==> src/design/fat16_cluster_chain_manager_unit_defines.svh <==
// Assertion macros shared by the cluster table controller and datapath.
// No dependencies; included by files that carry concurrent assertions.
`ifndef FAT16_CLUSTER_CHAIN_MANAGER_UNIT_DEFINES_SVH
`define FAT16_CLUSTER_CHAIN_MANAGER_UNIT_DEFINES_SVH

// same-cycle implication, disabled in reset
`define FCM_ASSERT_NOW(label, ck, rn, ante, cons) \
    label: assert property (@(posedge ck) disable iff (!rn) (ante) |-> (cons)) \
        else $error("fcm assertion failed");

// next-cycle implication, disabled in reset
`define FCM_ASSERT_NEXT(label, ck, rn, ante, cons) \
    label: assert property (@(posedge ck) disable iff (!rn) (ante) |=> (cons)) \
        else $error("fcm assertion failed");

`endif

==> src/design/fcm_pkg.sv <==
// Types, codes and sizes for the FAT16 cluster table unit.
// No dependencies; imported by fcm_ctrl, fcm_dp and the top level.
package fcm_pkg;

    localparam int NUM_CLUSTERS = 4096;
    localparam int IDX_W        = $clog2(NUM_CLUSTERS);
    localparam int CNT_W        = IDX_W + 1;

    localparam logic [15:0] END_OF_CHAIN = 16'hFFFF;
    localparam logic [15:0] CHAIN_TOP    = 16'hFFF0;
    localparam logic [15:0] FIRST_DATA   = 16'h0002;
    localparam logic [15:0] FREE_MARK    = 16'h0000;

    localparam logic [CNT_W-1:0] LIMIT_MAX = CNT_W'(NUM_CLUSTERS);

    localparam logic [1:0] MODE_LOAD  = 2'd0;
    localparam logic [1:0] MODE_READ  = 2'd1;
    localparam logic [1:0] MODE_ALLOC = 2'd2;
    localparam logic [1:0] MODE_FREE  = 2'd3;

    localparam logic [1:0] ST_OK    = 2'd0;
    localparam logic [1:0] ST_FULL  = 2'd1;
    localparam logic [1:0] ST_RANGE = 2'd2;
    localparam logic [1:0] ST_LOOP  = 2'd3;

    localparam logic [1:0] RES_NONE  = 2'd0;
    localparam logic [1:0] RES_RDATA = 2'd1;
    localparam logic [1:0] RES_FOUND = 2'd2;

    typedef struct packed {
        logic [1:0]  mode;
        logic [15:0] cluster;
        logic [15:0] entry_value;
        logic        link_tail;
    } fcm_req_t;

    typedef struct packed {
        logic [15:0]      result_value;
        logic [CNT_W-1:0] freed_count;
        logic [1:0]       status;
    } fcm_rsp_t;

    // controller -> datapath
    typedef struct packed {
        logic       capture;
        logic       load_wr;
        logic       rd_cl;
        logic       cur_init;
        logic       fr_issue;
        logic       fr_step;
        logic       al_init;
        logic       al_step;
        logic       al_link;
        logic       al_mark;
        logic       done;
        logic [1:0] st;
        logic [1:0] res_sel;
    } fcm_cmd_t;

    // datapath -> controller
    typedef struct packed {
        logic [1:0] mode;
        logic       link;
        logic       cl_ok;
        logic       tail_ok;
        logic       cur_chain;
        logic       cur_ok;
        logic       cnt_full;
        logic       hit;
        logic       scan_more;
        logic       chk_valid;
    } fcm_stat_t;

endpackage

==> src/design/fcm_ctrl.sv <==
// Sequencer of the cluster table unit: dispatches an operation and steps it.
// Depends on fcm_pkg and the assertion macro header.
`include "fat16_cluster_chain_manager_unit_defines.svh"

module fcm_ctrl
    import fcm_pkg::*;
(
    input  logic      clk,
    input  logic      rst_n,
    input  logic      start,
    output logic      busy,
    input  fcm_stat_t stat,
    output fcm_cmd_t  cmd
);

    localparam logic [2:0] S_IDLE    = 3'd0;
    localparam logic [2:0] S_DISP    = 3'd1;
    localparam logic [2:0] S_RD_WAIT = 3'd2;
    localparam logic [2:0] S_FR_CHK  = 3'd3;
    localparam logic [2:0] S_FR_DATA = 3'd4;
    localparam logic [2:0] S_AL_SCAN = 3'd5;
    localparam logic [2:0] S_AL_LINK = 3'd6;
    localparam logic [2:0] S_AL_MARK = 3'd7;

    logic [2:0] state_reg, state_next;

    assign busy = state_reg != S_IDLE;

    always_comb
    begin
        state_next = state_reg;
        cmd        = '0;
        case (state_reg)
            S_IDLE:
            begin
                if (start)
                begin
                    cmd.capture = 1'b1;
                    state_next  = S_DISP;
                end
            end
            S_DISP:
            begin
                case (stat.mode)
                    MODE_LOAD:
                    begin
                        cmd.load_wr = stat.cl_ok;
                        cmd.done    = 1'b1;
                        cmd.st      = stat.cl_ok ? ST_OK : ST_RANGE;
                        state_next  = S_IDLE;
                    end
                    MODE_READ:
                    begin
                        if (stat.cl_ok)
                        begin
                            cmd.rd_cl  = 1'b1;
                            state_next = S_RD_WAIT;
                        end
                        else
                        begin
                            cmd.done   = 1'b1;
                            cmd.st     = ST_RANGE;
                            state_next = S_IDLE;
                        end
                    end
                    MODE_ALLOC:
                    begin
                        if (stat.link && !stat.tail_ok)
                        begin
                            cmd.done   = 1'b1;
                            cmd.st     = ST_RANGE;
                            state_next = S_IDLE;
                        end
                        else
                        begin
                            cmd.al_init = 1'b1;
                            state_next  = S_AL_SCAN;
                        end
                    end
                    default:
                    begin
                        cmd.cur_init = 1'b1;
                        state_next   = S_FR_CHK;
                    end
                endcase
            end
            S_RD_WAIT:
            begin
                cmd.done    = 1'b1;
                cmd.st      = ST_OK;
                cmd.res_sel = RES_RDATA;
                state_next  = S_IDLE;
            end
            S_FR_CHK:
            begin
                if (!stat.cur_chain)
                begin
                    cmd.done   = 1'b1;
                    cmd.st     = ST_OK;
                    state_next = S_IDLE;
                end
                else if (!stat.cur_ok)
                begin
                    cmd.done   = 1'b1;
                    cmd.st     = ST_RANGE;
                    state_next = S_IDLE;
                end
                else if (stat.cnt_full)
                begin
                    cmd.done   = 1'b1;
                    cmd.st     = ST_LOOP;
                    state_next = S_IDLE;
                end
                else
                begin
                    cmd.fr_issue = 1'b1;
                    state_next   = S_FR_DATA;
                end
            end
            S_FR_DATA:
            begin
                cmd.fr_step = 1'b1;
                state_next  = S_FR_CHK;
            end
            S_AL_SCAN:
            begin
                cmd.al_step = 1'b1;
                if (stat.hit)
                begin
                    state_next = stat.link ? S_AL_LINK : S_AL_MARK;
                end
                else if (!stat.scan_more && !stat.chk_valid)
                begin
                    cmd.done   = 1'b1;
                    cmd.st     = ST_FULL;
                    state_next = S_IDLE;
                end
            end
            S_AL_LINK:
            begin
                cmd.al_link = 1'b1;
                state_next  = S_AL_MARK;
            end
            S_AL_MARK:
            begin
                cmd.al_mark = 1'b1;
                cmd.done    = 1'b1;
                cmd.st      = ST_OK;
                cmd.res_sel = RES_FOUND;
                state_next  = S_IDLE;
            end
            default:
            begin
                state_next = S_IDLE;
            end
        endcase
    end

    always_ff @(posedge clk or negedge rst_n)
    begin
        if (!rst_n)
        begin
            state_reg <= S_IDLE;
        end
        else
        begin
            state_reg <= state_next;
        end
    end

    `FCM_ASSERT_NEXT(a_start_dispatch, clk, rst_n, (state_reg == S_IDLE) && start,
        state_reg == S_DISP)
    `FCM_ASSERT_NEXT(a_done_to_idle, clk, rst_n, cmd.done, state_reg == S_IDLE)
    `FCM_ASSERT_NEXT(a_issue_then_step, clk, rst_n, cmd.fr_issue, cmd.fr_step)

endmodule

==> config.mk <==
export PLATFORM = sky130hd
export DESIGN_NAME = fcm_ctrl
export DESIGN_NICKNAME = d
export VERILOG_FILES = /design/src/design/fcm_pkg.sv /design/src/design/fcm_ctrl.sv
export VERILOG_INCLUDE_DIRS = /design/src /design/src/design
export SDC_FILE = /design/constraint.sdc
export NUM_CORES = 1
export LEC_CHECK = 0
export ABC_AREA = 1
export BUFFER_PORTS_ARGS = -buffer_cell sky130_fd_sc_hd__buf_2
export CORE_AREA = 2 2 39 41
export CTS_CLUSTER_DIAMETER = 150
export CTS_CLUSTER_SIZE = 24
export DETAILED_ROUTE_END_ITERATION = 16
export DIE_AREA = 0 0 41 43
export PLACE_DENSITY = 0.72
export SYNTH_ARGS = -nofsm -noshare
export SYNTH_HDL_FRONTEND = slang
export SYNTH_SLANG_ARGS = --single-unit
==> constraint.sdc <==
create_clock -name clk -period 1.99 [get_ports clk]
set_input_delay 0.398 -clock clk [delete_from_list [all_inputs] [get_ports clk]]
set_output_delay 0.398 -clock clk [all_outputs]
set_load 0.02 [all_outputs]
# Word-level counts from Yosys, hierarchy flattened
# Index checks and enable logic that the tools add are counted.
# Widths: inputs -> output; s select.
# op_classes
eq_ne,11
muxes,40
reduce_logical,11
# ops
op,n
$mux 3,15
$pmux 3 s7,1
$mux 1,18
$pmux 3 s3,2
$eq 3x3->1 const B,4
$pmux 3 s4,1
$eq 3x2->1 const B,2
$mux 2,2
$pmux 2 s2,1
$eq 3x1->1 const B,1
$logic_not 1->1,3
$logic_not 3->1,1
$ne 3x3->1 const B,1
$reduce_bool 3->1,1
$reduce_or 3->1,1
$eq 2x1->1 const B,1
$eq 2x2->1 const B,1
$logic_and 1x1->1,2
$logic_not 2->1,1
$ne 2x2->1 const B,1
$reduce_and 2->1,1
$reduce_or 2->1,1
# word_totals
reg_bits,3
inputBits,14
out_inout_bits,16
wordCells,63

# Logic depth before layout (Yosys ltp)
# logic_depth
word_depth,5
ltp_mapped,8
depth_no_buf,8

# Worst setup path after synthesis
# No wires, ideal clock.
# synth_path
path_type,reg2out
startpoint,reg state_reg[2]
endpoint,out cmd[13] in the netlist's numbering
arrival_ns,1.267
path_slack_ns,0.325
path_stages_with_launch,5
cell_sequence,dfrtp_1 > buf_6 > nor3_4 > inv_2 > nor3_1
# synth_lines
element,line_no,source
"start, declared",fcm_ctrl.sv:25,"logic [2:0] state_reg, state_next;"
"start signal, assigned",fcm_ctrl.sv:167,state_reg <= state_next;
"end, declared",fcm_ctrl.sv:13,output fcm_cmd_t cmd

==> impl_metrics.ini <==
[timing]
min_period_over_period_pct = 96.69
fmax_mhz = 519.7
hold_viol = 0
worst_slack_ns = 0.06579
skew_ns = 0.008740
tns_ns = 0
drv_slew = 0
fin_crit_ns = 1.924
rsz0062_at_grt = no
setup_viol_count_final = 0
worstMarginPinSlew_ns = 0.3752
slew_headroom_pct = 74.99

[yosys]
synth_xor_area_share_pct = 0
syn_nets = 88
synth_ff_type = dfrtp_1
synthCells = 74
synth_mux_area_share_pct = 0
synth_compound_area_share_pct = 11.83
synth_warnings = 0
syn-cell-area_um2 = 422.9
synthSimpleGateAreaFrac_pct = 51.78
synth_common_cells = 18 x nand2_1, 12 x inv_1, 11 x nor2_1
synth.most_common_cell = nand2_1
synth_top_area_share_pct = 17.75
synthArstFlopShare_pct = 100.0
syn_area_per_cell_um2 = 5.715
synth_area_leaders = dfrtp_1 18%, nand2_1 16%, inv_1 11%, nor2_1 9.8%, nand3_1 8.3%
synth_fa_ha_area_share_pct = 0
ys_types = 19
synth-edff-count = 0
synth_top_area_cell = dfrtp_1
synth_seq_cells = 3
ys_seq_area_share_pct = 17.75
synth_top_family_by_area = simple AND/OR/NAND/NOR gates

[setup_path]
cp.required_ns = 1.59
arrival_ns = 1.53
end_kind = primary output
crit_path_max_fanout = 10
path_class = flip-flop to primary output
start_kind = flip-flop

[clocking]
cts_sinks = 3
clk_pin_slew_ns = 0.04
cts_setup_buffers = 0
cts.repair.resized = 0
cts_tree = built
clockBufferDepth = 2
worstSkewPairLatency_ns = 0.24
htreeDepth = 1
cts_root_buffer = clkbuf_4
numCtsBuffers = 3

[power]
p_per_area_nw_per_um2 = 1109
power_leakage_nw = 0.3817
vdd_drop_max_v = 0.0005142

[finish]
n_antenna_cell = 0
syn_to_final_growth_pct = 43.20
postLayoutCoreUtil_pct = 43.76
drive_gt1_share_pct = 39.62
finalNetCount = 121
largest_reg_flops = 3

[route]
wl_um = 1074
drc = 0
ant_nets = 0
via_count = 549
post_drt_via_cell_ratio = 4.500
wl_per_cell_um = 8.803
drt_iter0_drc = 8
dr.pass1.iters = 4

[place]
gp_congestion = 0.8280
hpwl_um = 916.6
dp_worst_setup_slack_ns = 0.3336
io_buffer_count = 29

[global_routing]
antenna_found_initial = 0
track_usage_pct = 13.48
grt_pass1_wl_um = 1642
grt-ovfl-total = 0
grt_max_degree = 11
grt_pass1_vias = 445

[floorplan]
coreArea_um2 = 1384
dieHeight_um = 43
die_area_um2 = 1763
start_util_pct = 30.56
die_width_um = 41
io_pins = 30
num_rows = 14

[run]
drv_cap = 0

[outcome]
status = completed

[worst_hold_path]
hp-class = input port to async pin
==> metrics by stage <==
stage               cells  power [mW]  hold slack, ns  instance area, um^2
floorplan              74      0.4575          0.1024                422.9
global placement      117      0.5598          0.1908                569.3
detailed placement    117      0.5633          0.1933                569.3
CTS                   122      0.6749          0.4842                605.6
global route          122      0.7431          0.4989                605.6
finish                122      0.6714          0.4837                605.6
==> cell type report <==
class / instances / area [um^2]
clock buffers: 4 / 26.28
fillers: 153 / 778.2
well taps: 16 / 20.02
repair buffers: 30 / 155.1
flip-flops and latches: 3 / 75.07
multi-input cells: 53 / 269.0
inverters: 16 / 60.06
==> repair_timing <==
action | in CTS | in global routing
setup endpoints to repair | 0 | 0
hold endpoints to repair | 3 | 0
hold buffers | 1 | 0
==> per-layer routing <==
metal  track usage [%]  vias to the layer above  share of wire, %
li1                  -                      293                 -
met1             16.18                      225                43
met2             20.63                       25                46
met3             2.618                        6               7.4
met4             8.667                        0               3.4
met5                 0                        -                 0
==> cell families (layout without fill, tap and decap cells) <==
| kind of cell | Yosys count | count (layout) |
|---|---|---|
| AO/OA/AOI/OAI | 9 | 9 |
| AND/OR/NAND/NOR | 44 | 44 |
| flip-flops | 3 | 3 |
| buffers and inverters | 18 | 50 |
==> worst max-delay path, stage by stage, from the launching register on <==
cell and delay [ns]:
dfrtp_1 0.50, nor3_4 0.29, inv_2 0.10, nor3_1 0.18
buf_2 0.21
==> placed cells by master, fill, tap and decap left out <==
cell           count
nand2_2            1
nor3_1             1
nand4_1            1
nor2_4             1
nor3_2             1
dfrtp_1            3
dlygate4sd3_1      1
o21ai_1            2
buf_2             29
o21a_1             1
nor3_4             1
clkbuf_1           1
nand3_2            2
nand3_1            7
o211ai_1           1
nand2_1           18
inv_1             12
inv_2              4
clkbuf_4           3
nor2_1            11
o21ai_0            5
==> power breakdown <==
group,total (mW),internal (mW),switching [mW]
logic,0.423,0.144,0.278
clock network,0.108,0.0752,0.0329
registers,0.140,0.0865,0.0540
total,0.671,0.306,0.365
==> final timing paths <==
path	start	end	slack, ns	cells after the start
setup / recovery	state_reg[2]$_DFFE_PN0P_	cmd[13]	0.07	4
hold / removal	rst_n	state_reg[1]$_DFFE_PN0P_	0.48	2
setup reg to reg	state_reg[2]$_DFFE_PN0P_	state_reg[0]$_DFFE_PN0P_	0.80	6
hold reg to reg	state_reg[0]$_DFFE_PN0P_	state_reg[1]$_DFFE_PN0P_	0.72	3
max in group asynchronous	rst_n	state_reg[2]$_DFFE_PN0P_	1.39	2
min in group clk	stat[2]	state_reg[0]$_DFFE_PN0P_	0.49	4
Power figures use the tool's default switching activity.
